**src/rtl/core/rmva_pkg.sv**
```systemverilog
// Package for the running mean / variance accumulator.
// Widths, codes, unit request types and helper functions; no dependencies.
`timescale 1ns / 1ps
package rmva_pkg;

  localparam int SAMPLE_W  = 32;
  localparam int COUNT_W   = 32;
  localparam int M2_W      = 63;
  localparam int FRAC_BITS = 16;
  localparam int DIFF_W    = SAMPLE_W + 1;          // |x - mean|
  localparam int MUL_A_W   = 48;                    // widest multiplicand
  localparam int MUL_B_W   = 33;
  localparam int CHUNK_W   = 16;
  localparam int MUL_STEPS = MUL_A_W / CHUNK_W;
  localparam int STEP_W    = $clog2(MUL_STEPS);
  localparam int PROD_W    = MUL_A_W + MUL_B_W;
  localparam int DIV_W     = PROD_W;                // dividend width
  localparam int DSR_W     = COUNT_W + 1;           // divisor width
  localparam int ITER_W    = $clog2(DIV_W + 1);
  localparam int IN_DATA_W  = 160;
  localparam int OUT_DATA_W = 192;

  localparam logic [COUNT_W-1:0] COUNT_MAX = '1;
  localparam logic [M2_W-1:0]    M2_MAX    = '1;

  localparam logic [1:0] KIND_ADD   = 2'd0;
  localparam logic [1:0] KIND_MERGE = 2'd1;
  localparam logic [1:0] KIND_LOAD  = 2'd2;

  typedef enum logic [1:0] {OP_ADD, OP_MERGE, OP_LOAD, OP_NOP} op_t;

  typedef struct packed {
    op_t                 op;
    logic [SAMPLE_W-1:0] sample;
    logic [COUNT_W-1:0]  other_count;
    logic [SAMPLE_W-1:0] other_mean;
    logic [M2_W-1:0]     other_m2;
  } item_t;

  typedef struct packed {
    logic               start;
    logic [MUL_A_W-1:0] a;
    logic [MUL_B_W-1:0] b;
  } mul_req_t;

  typedef struct packed {
    logic              done;
    logic [PROD_W-1:0] prod;
  } mul_rsp_t;

  typedef struct packed {
    logic              start;
    logic [DIV_W-1:0]  dvd;     // left aligned
    logic [DSR_W-1:0]  dsr;
    logic [ITER_W-1:0] iters;
  } div_req_t;

  typedef struct packed {
    logic             done;
    logic [DIV_W-1:0] quo;
  } div_rsp_t;

  typedef enum logic [3:0] {
    S_IDLE, S_DECODE, S_ADD_DIV, S_ADD_SQ, S_ADD_MUL,
    S_MRG_MUL1, S_MRG_DIV1, S_MRG_MUL2, S_MRG_MUL3, S_MRG_DIV2, S_MRG_MUL4,
    S_MRG_SUM1, S_MRG_SUM2, S_VAR, S_VAR_DIV, S_OUT
  } state_t;

  function automatic logic [M2_W-1:0] sat_add(input logic [M2_W-1:0] a,
                                               input logic [M2_W-1:0] b);
    logic [M2_W:0] s;
    s = {1'b0, a} + {1'b0, b};
    return s[M2_W] ? M2_MAX : s[M2_W-1:0];
  endfunction

endpackage

```
**src/rtl/core/rmva_front.sv**
```systemverilog
// Front end: takes input beats, decodes the kind and holds them in a
// two-entry queue for the sequencer. Uses rmva_pkg.
`timescale 1ns / 1ps
module rmva_front (
  input  logic                          clk,
  input  logic                          rst_n,
  input  logic                          in_tvalid,
  output logic                          in_tready,
  input  logic [rmva_pkg::IN_DATA_W-1:0] in_tdata,
  input  logic [1:0]                    in_tuser,
  output logic                          item_valid,
  output rmva_pkg::item_t               item,
  input  logic                          item_pop
);

  rmva_pkg::item_t q_r [2];
  logic            wr_ptr_r, wr_ptr_nxt;
  logic            rd_ptr_r, rd_ptr_nxt;
  logic [1:0]      fill_r, fill_nxt;
  rmva_pkg::item_t dec;
  logic            push;

  always_comb begin
    case (in_tuser)
      rmva_pkg::KIND_ADD:   dec.op = rmva_pkg::OP_ADD;
      rmva_pkg::KIND_MERGE: dec.op = rmva_pkg::OP_MERGE;
      rmva_pkg::KIND_LOAD:  dec.op = rmva_pkg::OP_LOAD;
      default:              dec.op = rmva_pkg::OP_NOP;
    endcase
    dec.sample      = in_tdata[31:0];
    dec.other_count = in_tdata[63:32];
    dec.other_mean  = in_tdata[95:64];
    dec.other_m2    = in_tdata[158:96];
  end

  assign in_tready  = (fill_r != 2'd2);
  assign push       = in_tvalid && in_tready;
  assign item_valid = (fill_r != 2'd0);
  assign item       = q_r[rd_ptr_r];

  always_comb begin
    wr_ptr_nxt = wr_ptr_r ^ push;
    rd_ptr_nxt = rd_ptr_r ^ (item_pop && item_valid);
    fill_nxt   = fill_r + {1'b0, push} - {1'b0, item_pop && item_valid};
  end

  always_ff @(posedge clk) begin
    if (!rst_n) begin
      wr_ptr_r <= 1'b0;
      rd_ptr_r <= 1'b0;
      fill_r   <= 2'd0;
    end else begin
      wr_ptr_r <= wr_ptr_nxt;
      rd_ptr_r <= rd_ptr_nxt;
      fill_r   <= fill_nxt;
    end
  end

  always_ff @(posedge clk) begin
    if (push) begin
      q_r[wr_ptr_r] <= dec;
    end
  end

endmodule

```
**src/rtl/core/rmva_mul.sv**
```systemverilog
// Multi-cycle multiplier: one 16-bit slice of the multiplicand per cycle.
// Uses rmva_pkg request and response types.
`timescale 1ns / 1ps
module rmva_mul (
  input  logic               clk,
  input  logic               rst_n,
  input  rmva_pkg::mul_req_t req,
  output rmva_pkg::mul_rsp_t rsp
);

  logic                          busy_r, busy_nxt;
  logic                          done_r, done_nxt;
  logic [rmva_pkg::STEP_W-1:0]   step_r, step_nxt;
  logic [rmva_pkg::MUL_A_W-1:0]  a_r, a_nxt;
  logic [rmva_pkg::MUL_B_W-1:0]  b_r, b_nxt;
  logic [rmva_pkg::PROD_W-1:0]   acc_r, acc_nxt;
  logic [rmva_pkg::CHUNK_W+rmva_pkg::MUL_B_W-1:0] part;

  // top slice first, accumulator shifted up each step
  assign part = a_r[rmva_pkg::MUL_A_W-1 -: rmva_pkg::CHUNK_W] * b_r;

  always_comb begin
    busy_nxt = busy_r;
    done_nxt = 1'b0;
    step_nxt = step_r;
    a_nxt    = a_r;
    b_nxt    = b_r;
    acc_nxt  = acc_r;
    if (req.start) begin
      busy_nxt = 1'b1;
      step_nxt = '0;
      a_nxt    = req.a;
      b_nxt    = req.b;
      acc_nxt  = '0;
    end else if (busy_r) begin
      acc_nxt = (acc_r << rmva_pkg::CHUNK_W) + rmva_pkg::PROD_W'(part);
      a_nxt   = a_r << rmva_pkg::CHUNK_W;
      step_nxt = step_r + 1'b1;
      if (step_r == rmva_pkg::STEP_W'(rmva_pkg::MUL_STEPS - 1)) begin
        busy_nxt = 1'b0;
        done_nxt = 1'b1;
      end
    end
  end

  always_ff @(posedge clk) begin
    if (!rst_n) begin
      busy_r <= 1'b0;
      done_r <= 1'b0;
    end else begin
      busy_r <= busy_nxt;
      done_r <= done_nxt;
    end
  end

  always_ff @(posedge clk) begin
    step_r <= step_nxt;
    a_r    <= a_nxt;
    b_r    <= b_nxt;
    acc_r  <= acc_nxt;
  end

  assign rsp.done = done_r;
  assign rsp.prod = acc_r;

endmodule

```
**src/rtl/core/rmva_div.sv**
```systemverilog
// Restoring divider, one quotient bit per cycle over a left-aligned dividend.
// Uses rmva_pkg request and response types.
`timescale 1ns / 1ps
module rmva_div (
  input  logic               clk,
  input  logic               rst_n,
  input  rmva_pkg::div_req_t req,
  output rmva_pkg::div_rsp_t rsp
);

  logic                         busy_r, busy_nxt;
  logic                         done_r, done_nxt;
  logic [rmva_pkg::ITER_W-1:0]  left_r, left_nxt;
  logic [rmva_pkg::DIV_W-1:0]   dvd_r, dvd_nxt;
  logic [rmva_pkg::DIV_W-1:0]   quo_r, quo_nxt;
  logic [rmva_pkg::DSR_W-1:0]   dsr_r, dsr_nxt;
  logic [rmva_pkg::DSR_W-1:0]   rem_r, rem_nxt;
  logic [rmva_pkg::DSR_W:0]     shifted;
  logic [rmva_pkg::DSR_W+1:0]   diff;
  logic                         ge;

  assign shifted = {rem_r, dvd_r[rmva_pkg::DIV_W-1]};
  assign diff    = {1'b0, shifted} - {2'b00, dsr_r};
  assign ge      = ~diff[rmva_pkg::DSR_W+1];

  always_comb begin
    busy_nxt = busy_r;
    done_nxt = 1'b0;
    left_nxt = left_r;
    dvd_nxt  = dvd_r;
    quo_nxt  = quo_r;
    dsr_nxt  = dsr_r;
    rem_nxt  = rem_r;
    if (req.start) begin
      busy_nxt = 1'b1;
      left_nxt = req.iters;
      dvd_nxt  = req.dvd;
      dsr_nxt  = req.dsr;
      quo_nxt  = '0;
      rem_nxt  = '0;
    end else if (busy_r) begin
      rem_nxt  = ge ? diff[rmva_pkg::DSR_W-1:0] : shifted[rmva_pkg::DSR_W-1:0];
      quo_nxt  = {quo_r[rmva_pkg::DIV_W-2:0], ge};
      dvd_nxt  = dvd_r << 1;
      left_nxt = left_r - 1'b1;
      if (left_r == rmva_pkg::ITER_W'(1)) begin
        busy_nxt = 1'b0;
        done_nxt = 1'b1;
      end
    end
  end

  always_ff @(posedge clk) begin
    if (!rst_n) begin
      busy_r <= 1'b0;
      done_r <= 1'b0;
    end else begin
      busy_r <= busy_nxt;
      done_r <= done_nxt;
    end
  end

  always_ff @(posedge clk) begin
    left_r <= left_nxt;
    dvd_r  <= dvd_nxt;
    quo_r  <= quo_nxt;
    dsr_r  <= dsr_nxt;
    rem_r  <= rem_nxt;
  end

  assign rsp.done = done_r;
  assign rsp.quo  = quo_r;

endmodule

```
**src/rtl/core/rmva_exec.sv**
```systemverilog
// Back end: sequencer holding the accumulator state, driving the shared
// multiplier and divider, and the output register. Uses rmva_pkg,
// rmva_mul and rmva_div.
`timescale 1ns / 1ps
module rmva_exec (
  input  logic                            clk,
  input  logic                            rst_n,
  input  logic                            item_valid,
  input  rmva_pkg::item_t                 item,
  output logic                            item_pop,
  output logic                            out_tvalid,
  input  logic                            out_tready,
  output logic [rmva_pkg::OUT_DATA_W-1:0] out_tdata,
  output logic [1:0]                      out_tuser
);

  localparam int SW = rmva_pkg::SAMPLE_W;
  localparam int CW = rmva_pkg::COUNT_W;
  localparam int MW = rmva_pkg::M2_W;
  localparam int DW = rmva_pkg::DIFF_W;
  localparam int FB = rmva_pkg::FRAC_BITS;
  localparam int VW = rmva_pkg::DIV_W;

  rmva_pkg::state_t   state_r, state_nxt;
  rmva_pkg::item_t    item_r, item_nxt;
  logic [CW-1:0]      cnt_r, cnt_nxt;
  logic [SW-1:0]      mean_r, mean_nxt;
  logic [MW-1:0]      m2_r, m2_nxt;
  logic [DW-1:0]      ad_r, ad_nxt;
  logic               neg_r, neg_nxt;
  logic [DW-1:0]      tot_r, tot_nxt;
  logic [MW-1:0]      corr_r, corr_nxt;
  logic [MW-1:0]      var_r, var_nxt;
  logic               ov_r, ov_nxt;
  logic [CW-1:0]      ocnt_r, ocnt_nxt;
  logic [SW-1:0]      omean_r, omean_nxt;
  logic [MW-1:0]      om2_r, om2_nxt;
  logic [MW-1:0]      ovar_r, ovar_nxt;
  logic               ovv_r, ovv_nxt;
  logic               osat_r, osat_nxt;

  rmva_pkg::mul_req_t mreq;
  rmva_pkg::mul_rsp_t mrsp;
  rmva_pkg::div_req_t dreq;
  rmva_pkg::div_rsp_t drsp;

  logic [SW-1:0]        opnd;
  logic signed [DW-1:0] delta;
  logic [DW-1:0]        dmag;
  logic [CW-1:0]        n_add;
  logic [DW-1:0]        total;
  logic [SW+1:0]        mean_upd;
  logic                 corr_path;
  logic                 out_free;

  rmva_mul u_mul (.clk(clk), .rst_n(rst_n), .req(mreq), .rsp(mrsp));
  rmva_div u_div (.clk(clk), .rst_n(rst_n), .req(dreq), .rsp(drsp));

  // difference to the current mean, sample for adds, other mean for merges
  assign opnd  = (item_r.op == rmva_pkg::OP_ADD) ? item_r.sample : item_r.other_mean;
  assign delta = $signed({opnd[SW-1], opnd}) - $signed({mean_r[SW-1], mean_r});
  assign dmag  = delta[DW-1] ? DW'(-delta) : DW'(delta);
  assign n_add = (cnt_r == rmva_pkg::COUNT_MAX) ? cnt_r : cnt_r + 1'b1;
  assign total = {1'b0, cnt_r} + {1'b0, item_r.other_count};
  assign mean_upd = neg_r ? {{2{mean_r[SW-1]}}, mean_r} - {1'b0, drsp.quo[DW-1:0]}
                          : {{2{mean_r[SW-1]}}, mean_r} + {1'b0, drsp.quo[DW-1:0]};
  assign corr_path = (cnt_r != '0) && (item_r.other_count != '0);
  assign out_free  = !ov_r || out_tready;

  // next state
  always_comb begin
    state_nxt = state_r;
    case (state_r)
      rmva_pkg::S_IDLE:     if (item_valid) state_nxt = rmva_pkg::S_DECODE;
      rmva_pkg::S_DECODE: begin
        case (item_r.op)
          rmva_pkg::OP_ADD:   state_nxt = rmva_pkg::S_ADD_DIV;
          rmva_pkg::OP_MERGE: state_nxt = (total == '0) ? rmva_pkg::S_VAR
                                                        : rmva_pkg::S_MRG_MUL1;
          default:            state_nxt = rmva_pkg::S_VAR;
        endcase
      end
      rmva_pkg::S_ADD_DIV:  if (drsp.done) state_nxt = rmva_pkg::S_ADD_SQ;
      rmva_pkg::S_ADD_SQ:   state_nxt = rmva_pkg::S_ADD_MUL;
      rmva_pkg::S_ADD_MUL:  if (mrsp.done) state_nxt = rmva_pkg::S_VAR;
      rmva_pkg::S_MRG_MUL1: if (mrsp.done) state_nxt = rmva_pkg::S_MRG_DIV1;
      rmva_pkg::S_MRG_DIV1: begin
        if (drsp.done) begin
          state_nxt = corr_path ? rmva_pkg::S_MRG_MUL2 : rmva_pkg::S_MRG_SUM1;
        end
      end
      rmva_pkg::S_MRG_MUL2: if (mrsp.done) state_nxt = rmva_pkg::S_MRG_MUL3;
      rmva_pkg::S_MRG_MUL3: if (mrsp.done) state_nxt = rmva_pkg::S_MRG_DIV2;
      rmva_pkg::S_MRG_DIV2: if (drsp.done) state_nxt = rmva_pkg::S_MRG_MUL4;
      rmva_pkg::S_MRG_MUL4: if (mrsp.done) state_nxt = rmva_pkg::S_MRG_SUM1;
      rmva_pkg::S_MRG_SUM1: state_nxt = rmva_pkg::S_MRG_SUM2;
      rmva_pkg::S_MRG_SUM2: state_nxt = rmva_pkg::S_VAR;
      rmva_pkg::S_VAR:      state_nxt = (cnt_r >= CW'(2)) ? rmva_pkg::S_VAR_DIV
                                                          : rmva_pkg::S_OUT;
      rmva_pkg::S_VAR_DIV:  if (drsp.done) state_nxt = rmva_pkg::S_OUT;
      rmva_pkg::S_OUT:      if (out_free) state_nxt = rmva_pkg::S_IDLE;
      default:              state_nxt = rmva_pkg::S_IDLE;
    endcase
  end

  // datapath and unit requests
  always_comb begin
    item_pop  = 1'b0;
    item_nxt  = item_r;
    cnt_nxt   = cnt_r;
    mean_nxt  = mean_r;
    m2_nxt    = m2_r;
    ad_nxt    = ad_r;
    neg_nxt   = neg_r;
    tot_nxt   = tot_r;
    corr_nxt  = corr_r;
    var_nxt   = var_r;
    ov_nxt    = ov_r && !out_tready;
    ocnt_nxt  = ocnt_r;
    omean_nxt = omean_r;
    om2_nxt   = om2_r;
    ovar_nxt  = ovar_r;
    ovv_nxt   = ovv_r;
    osat_nxt  = osat_r;
    mreq      = '0;
    dreq      = '0;
    case (state_r)
      rmva_pkg::S_IDLE: begin
        if (item_valid) begin
          item_pop = 1'b1;
          item_nxt = item;
        end
      end
      rmva_pkg::S_DECODE: begin
        ad_nxt  = dmag;
        neg_nxt = delta[DW-1];
        tot_nxt = total;
        case (item_r.op)
          rmva_pkg::OP_ADD: begin
            cnt_nxt     = n_add;
            dreq.start  = 1'b1;
            dreq.dvd    = {dmag, {(VW-DW){1'b0}}};
            dreq.dsr    = {1'b0, n_add};
            dreq.iters  = rmva_pkg::ITER_W'(DW);
          end
          rmva_pkg::OP_MERGE: begin
            if (total == '0) begin
              mean_nxt = '0;
              m2_nxt   = '0;
            end else begin
              mreq.start = 1'b1;
              mreq.a     = rmva_pkg::MUL_A_W'(dmag);
              mreq.b     = rmva_pkg::MUL_B_W'(item_r.other_count);
            end
          end
          rmva_pkg::OP_LOAD: begin
            cnt_nxt  = item_r.other_count;
            mean_nxt = item_r.other_mean;
            m2_nxt   = item_r.other_m2;
          end
          default: begin
          end
        endcase
      end
      rmva_pkg::S_ADD_DIV: begin
        if (drsp.done) mean_nxt = mean_upd[SW-1:0];
      end
      rmva_pkg::S_ADD_SQ: begin
        // |x - old mean| * |x - new mean|
        mreq.start = 1'b1;
        mreq.a     = rmva_pkg::MUL_A_W'(ad_r);
        mreq.b     = rmva_pkg::MUL_B_W'(dmag);
      end
      rmva_pkg::S_ADD_MUL: begin
        if (mrsp.done) begin
          m2_nxt = rmva_pkg::sat_add(m2_r, MW'(mrsp.prod[2*SW+FB-1:FB]));
        end
      end
      rmva_pkg::S_MRG_MUL1: begin
        if (mrsp.done) begin
          dreq.start = 1'b1;
          dreq.dvd   = {mrsp.prod[2*DW-3:0], {(VW-2*DW+2){1'b0}}};
          dreq.dsr   = tot_r;
          dreq.iters = rmva_pkg::ITER_W'(2*DW-2);
        end
      end
      rmva_pkg::S_MRG_DIV1: begin
        if (drsp.done) begin
          mean_nxt = mean_upd[SW-1:0];
          if (corr_path) begin
            mreq.start = 1'b1;
            mreq.a     = rmva_pkg::MUL_A_W'(ad_r);
            mreq.b     = rmva_pkg::MUL_B_W'(ad_r);
          end else begin
            corr_nxt = '0;
          end
        end
      end
      rmva_pkg::S_MRG_MUL2: begin
        if (mrsp.done) begin
          mreq.start = 1'b1;
          mreq.a     = mrsp.prod[rmva_pkg::MUL_A_W+FB-1:FB];
          mreq.b     = rmva_pkg::MUL_B_W'(cnt_r);
        end
      end
      rmva_pkg::S_MRG_MUL3: begin
        if (mrsp.done) begin
          dreq.start = 1'b1;
          dreq.dvd   = {mrsp.prod[VW-2:0], 1'b0};
          dreq.dsr   = tot_r;
          dreq.iters = rmva_pkg::ITER_W'(VW-1);
        end
      end
      rmva_pkg::S_MRG_DIV2: begin
        if (drsp.done) begin
          mreq.start = 1'b1;
          mreq.a     = drsp.quo[rmva_pkg::MUL_A_W-1:0];
          mreq.b     = rmva_pkg::MUL_B_W'(item_r.other_count);
        end
      end
      rmva_pkg::S_MRG_MUL4: begin
        if (mrsp.done) begin
          corr_nxt = (|mrsp.prod[rmva_pkg::PROD_W-1:MW]) ? rmva_pkg::M2_MAX
                                                         : mrsp.prod[MW-1:0];
        end
      end
      rmva_pkg::S_MRG_SUM1: begin
        m2_nxt = rmva_pkg::sat_add(m2_r, item_r.other_m2);
      end
      rmva_pkg::S_MRG_SUM2: begin
        m2_nxt  = rmva_pkg::sat_add(m2_r, corr_r);
        cnt_nxt = tot_r[DW-1] ? rmva_pkg::COUNT_MAX : tot_r[CW-1:0];
      end
      rmva_pkg::S_VAR: begin
        if (cnt_r >= CW'(2)) begin
          dreq.start = 1'b1;
          dreq.dvd   = {m2_r, {(VW-MW){1'b0}}};
          dreq.dsr   = {1'b0, cnt_r - 1'b1};
          dreq.iters = rmva_pkg::ITER_W'(MW);
        end else begin
          var_nxt = '0;
        end
      end
      rmva_pkg::S_VAR_DIV: begin
        if (drsp.done) var_nxt = drsp.quo[MW-1:0];
      end
      rmva_pkg::S_OUT: begin
        if (out_free) begin
          ov_nxt    = 1'b1;
          ocnt_nxt  = cnt_r;
          omean_nxt = mean_r;
          om2_nxt   = m2_r;
          ovar_nxt  = var_r;
          ovv_nxt   = (cnt_r >= CW'(2));
          osat_nxt  = (cnt_r == rmva_pkg::COUNT_MAX) || (m2_r == rmva_pkg::M2_MAX);
        end
      end
      default: begin
      end
    endcase
  end

  always_ff @(posedge clk) begin
    if (!rst_n) begin
      state_r <= rmva_pkg::S_IDLE;
      cnt_r   <= '0;
      mean_r  <= '0;
      m2_r    <= '0;
      ov_r    <= 1'b0;
    end else begin
      state_r <= state_nxt;
      cnt_r   <= cnt_nxt;
      mean_r  <= mean_nxt;
      m2_r    <= m2_nxt;
      ov_r    <= ov_nxt;
    end
  end

  always_ff @(posedge clk) begin
    item_r  <= item_nxt;
    ad_r    <= ad_nxt;
    neg_r   <= neg_nxt;
    tot_r   <= tot_nxt;
    corr_r  <= corr_nxt;
    var_r   <= var_nxt;
    ocnt_r  <= ocnt_nxt;
    omean_r <= omean_nxt;
    om2_r   <= om2_nxt;
    ovar_r  <= ovar_nxt;
    ovv_r   <= ovv_nxt;
    osat_r  <= osat_nxt;
  end

  assign out_tvalid = ov_r;
  assign out_tdata  = {2'b00, ovar_r, om2_r, omean_r, ocnt_r};
  assign out_tuser  = {osat_r, ovv_r};

endmodule

```
**src/rtl/core/running_mean_variance_accumulator.sv**
```systemverilog
// Top level of the running mean / variance accumulator (Welford add,
// pairwise merge, load). Instantiates rmva_front and rmva_exec; uses rmva_pkg.
//
//  channel | dir | beat fields (low bit first)
//  in_     | in  | tuser: kind[1:0]; tdata: sample, other_count, other_mean,
//          |     |        other_m2, pad to 160
//  out_    | out | tuser: variance_valid, saturated; tdata: count, mean_out,
//          |     |        m2_out, variance, pad to 192
//
// Sequencing: the sequencer handles one beat at a time, paced by the bit-serial
//   divider and the multiplier, which works through three 16-bit slices.
//   A merge with one side empty skips the correction product and one with
//   both sides empty skips all products and quotients; the variance division
//   is skipped when the count is below two.
// Reset: rst_n synchronous, active low; clears count, mean, m2, input queue.
// Stalls: in_tready stays high until the two-beat input queue is full;
//   the output register holds a result while out_tready is low.
`timescale 1ns / 1ps
module running_mean_variance_accumulator (
  input  logic                            clk,
  input  logic                            rst_n,
  input  logic                            in_tvalid,
  output logic                            in_tready,
  // sample[31:0], other_count[63:32], other_mean[95:64], other_m2[158:96]
  input  logic [rmva_pkg::IN_DATA_W-1:0]  in_tdata,
  // kind[1:0]
  input  logic [1:0]                      in_tuser,
  output logic                            out_tvalid,
  input  logic                            out_tready,
  // count[31:0], mean_out[63:32], m2_out[126:64], variance[189:127]
  output logic [rmva_pkg::OUT_DATA_W-1:0] out_tdata,
  // variance_valid[0], saturated[1]
  output logic [1:0]                      out_tuser
);

  logic            item_valid;
  logic            item_pop;
  rmva_pkg::item_t item;

  // front: accept and decode beats into the queue
  rmva_front u_front (
    .clk        (clk),
    .rst_n      (rst_n),
    .in_tvalid  (in_tvalid),
    .in_tready  (in_tready),
    .in_tdata   (in_tdata),
    .in_tuser   (in_tuser),
    .item_valid (item_valid),
    .item       (item),
    .item_pop   (item_pop)
  );

  // back: state update, variance and result register
  rmva_exec u_exec (
    .clk        (clk),
    .rst_n      (rst_n),
    .item_valid (item_valid),
    .item       (item),
    .item_pop   (item_pop),
    .out_tvalid (out_tvalid),
    .out_tready (out_tready),
    .out_tdata  (out_tdata),
    .out_tuser  (out_tuser)
  );

endmodule
```
**config.mk**
```make
export PLATFORM = sky130hd
export DESIGN_NAME = running_mean_variance_accumulator
export DESIGN_NICKNAME = d
export VERILOG_FILES = /design/src/rtl/core/rmva_pkg.sv /design/src/rtl/core/rmva_front.sv /design/src/rtl/core/rmva_mul.sv /design/src/rtl/core/rmva_div.sv /design/src/rtl/core/rmva_exec.sv /design/src/rtl/core/running_mean_variance_accumulator.sv
export SDC_FILE = /design/constraint.sdc
export NUM_CORES = 2
export LEC_CHECK = 0
export ABC_AREA = 1
export BUFFER_PORTS_ARGS = -buffer_cell sky130_fd_sc_hd__buf_2
export CELL_PAD_IN_SITES_DETAIL_PLACEMENT = 2
export CELL_PAD_IN_SITES_GLOBAL_PLACEMENT = 2
export CORE_UTILIZATION = 34
export DETAILED_ROUTE_END_ITERATION = 8
export PLACE_DENSITY_LB_ADDON = 0.1
export SLEW_MARGIN = 20
export SYNTH_ARGS = -nofsm -noshare
export SYNTH_HDL_FRONTEND = slang
export SYNTH_HIERARCHICAL = 1
export SYNTH_SLANG_ARGS = --single-unit
```
**constraint.sdc**
```tcl
create_clock -name clk -period 15.1 [get_ports clk]
set_input_delay 0.755 -clock clk [delete_from_list [all_inputs] [get_ports clk]]
set_output_delay 0.755 -clock clk [all_outputs]
set_load 0.05 [all_outputs]
```
==> qor.yml <==
synthesis:
  netlist_area_sq_mm: 0.1065
  synth_area_per_cell_sq_um: 7.499
  syn_inst: 14200
  ys_warn_count: 6
run_status:
  status: "complete, no violations"
floorplanning:
  core_sq_mm: 0.3116
  die_area_sq_mm: 0.3153
  die_y_um: 561.6
  die_w_um: 561.6
  ios: 362
  std_cell_rows: 205
  start_util_pct: 34.16
clocking:
  cts_root_buf: "clkbuf_16"
  post-cts-setup-buffers: 0
  cts_resized: 0
  clk_pin_slew_worst_paths_ps: 80
  insertion_delay_ps: 940
  numCtsBuffers: 172
  htreeDepth: 4
  clock-sinks: 1390
  cts.path.max_buffers: 4
  cts_tree: "done"
global_routing:
  antenna_found_initial: 76
  grtUsageTotal_pct: 35.62
  use_met3_pct: 5.245
  grt_util_met1_pct: 50.74
  grt_pass1_wl_um: 805300
  grt-busiest-layer: "met2"
  grt_pass1_vias: 109400
  grt_max_degree: 152
  grt_overflow: 0
  use_met2_pct: 55.25
sta:
  worst_slew_pin_slew_ps: 1253
  finalMaxSlewViolations: 0
  fin_crit_sh_pct: 54.51
  relSlewSlack_pct: 15.58
  hold_viol: 0
  post-route-min-period_ps: 8231
  fin_tns_setup_ps: 0
  rsz0062_at_grt: "false"
  setup-violations-final: 0
  skew_ps: 108.9
  max_freq_mhz: 121.5
finish:
  area_growth_pct: 12.78
  final_cell_mix: "nand2_1, inv_1, nor2_1"
  final_common_cell: "nand2_1"
  drive_gt1_share_pct: 8.230
  finalNetCount: 15690
critical_path:
  worst_ep_required_time_ps: 15860
  slowest_stage: "nand2_4"
  crit_path_end_kind: "register"
  cp_cell_sequence: "inv_2 > nand2_1 > nor2_1 > inv_2 > nor2_1 > inv_1 > nand2_1 > buf_4 > inv_1 > nand3_4 > inv_2 > nand2_4 > inv_2 > nand2_4 > nand2_1 > nand2_1 > nand2_1"
  rr_worst_depth: 17
  start_kind: "register"
  cp_num_buf_inv: 7
  worstSetupPathType: "reg2reg"
  cp.arrival_ps: 8990
  cp.depth: 17
  critical_path.top_delay_family: "simple AND/OR/NAND/NOR gates"
  path_common_cell: "nand2_1"
  critPathMaxFanout: 64
  slowest_delay_ps: 970
placed_design:
  gp_congestion: 0.9977
  dp_hpwl_um: 460200
  io_buffers: 358
route:
  wirelength_um: 575700
  drtPass1Iterations: 8
  avgRoutedWirePerCell_um: 30.48
  vias: 103500
  drtIter0Drc: 10320
  viasPerCell: 5.482
  final_antenna_net_count: 0
  drc: 0
hold_path:
  min_path_cells: 1
  min-delay-path-class: "in2reg"
job:
  maxCapViolCount: 0
## through the flow
step                setup slack, ps  hold WS, ps  area, sq um  instances  util [%]
detailed placement             7135        410.1       113500      18480     36.42
global placement               7413        404.3       113500      18480     36.42
floorplan                     396.5        400.3       106500      14200         -
CTS                            7080        1.374       120000      18870     38.51
finish                         6869        34.35       120100      18890     38.53
global route                   6700        20.24       120000      18870     38.51
## final timing paths
path / from / endpoint / slack [ps]
setup / recovery: u_exec/state_r[3]$_SDFFE_PN0P_ / u_exec/u_div/rem_r[25]$_SDFFE_PP0P_ / 6870
hold / removal: in_tdata[1] / u_front/q_r[0][128]$_DFFE_PP_ / 30
setup reg to reg: u_exec/state_r[3]$_SDFFE_PN0P_ / u_exec/u_div/rem_r[25]$_SDFFE_PP0P_ / 6870
hold reg to reg: u_exec/var_r[56]$_SDFFCE_PP0P_ / u_exec/ovar_r[56]$_DFFE_PP_ / 420
## registers in the layout, indices dropped and copies added (netlist names), 48 cells and up, named ones only
signal / flops
u_exec/u_mul/acc_r: 81
u_exec/om2_r: 63
u_exec/var_r: 63
u_exec/item_r: 161
u_exec/u_div/quo_r: 63
u_exec/m2_r: 63
u_exec/corr_r: 63
u_exec/u_div/dvd_r: 81
u_front/q_r: 322
u_exec/u_mul/a_r: 48
u_exec/ovar_r: 63
## per-layer routing
metal | up-vias | part of all wire, % | routed length [um]
met5 | - | 0.013 | 74
met4 | 12 | 3.7 | 21180
met3 | 694 | 7.3 | 41910
met2 | 3635 | 43 | 250200
met1 | 53550 | 46 | 262400
li1 | 45630 | - | -
## layout make-up
class	count	area [sq um]
fill	36230	191600
multi-input combinational	9636	55960
sequential	1390	38540
inverter	2720	10220
tap	4140	5180
clock buffer	211	4633
timing repair buffer	663	4274
clock inverter	106	1211
antenna	19	47.55
## timing repair
action | 4_1_cts | 5_1_grt
hold endpoints to repair | 128 | 0
setup endpoints to repair | 0 | 0
hold buffers | 66 | 0
Power is left out: the tool's default activity adds up to more than one toggle a clock period on the data nets, which glitch-free logic cannot reach.
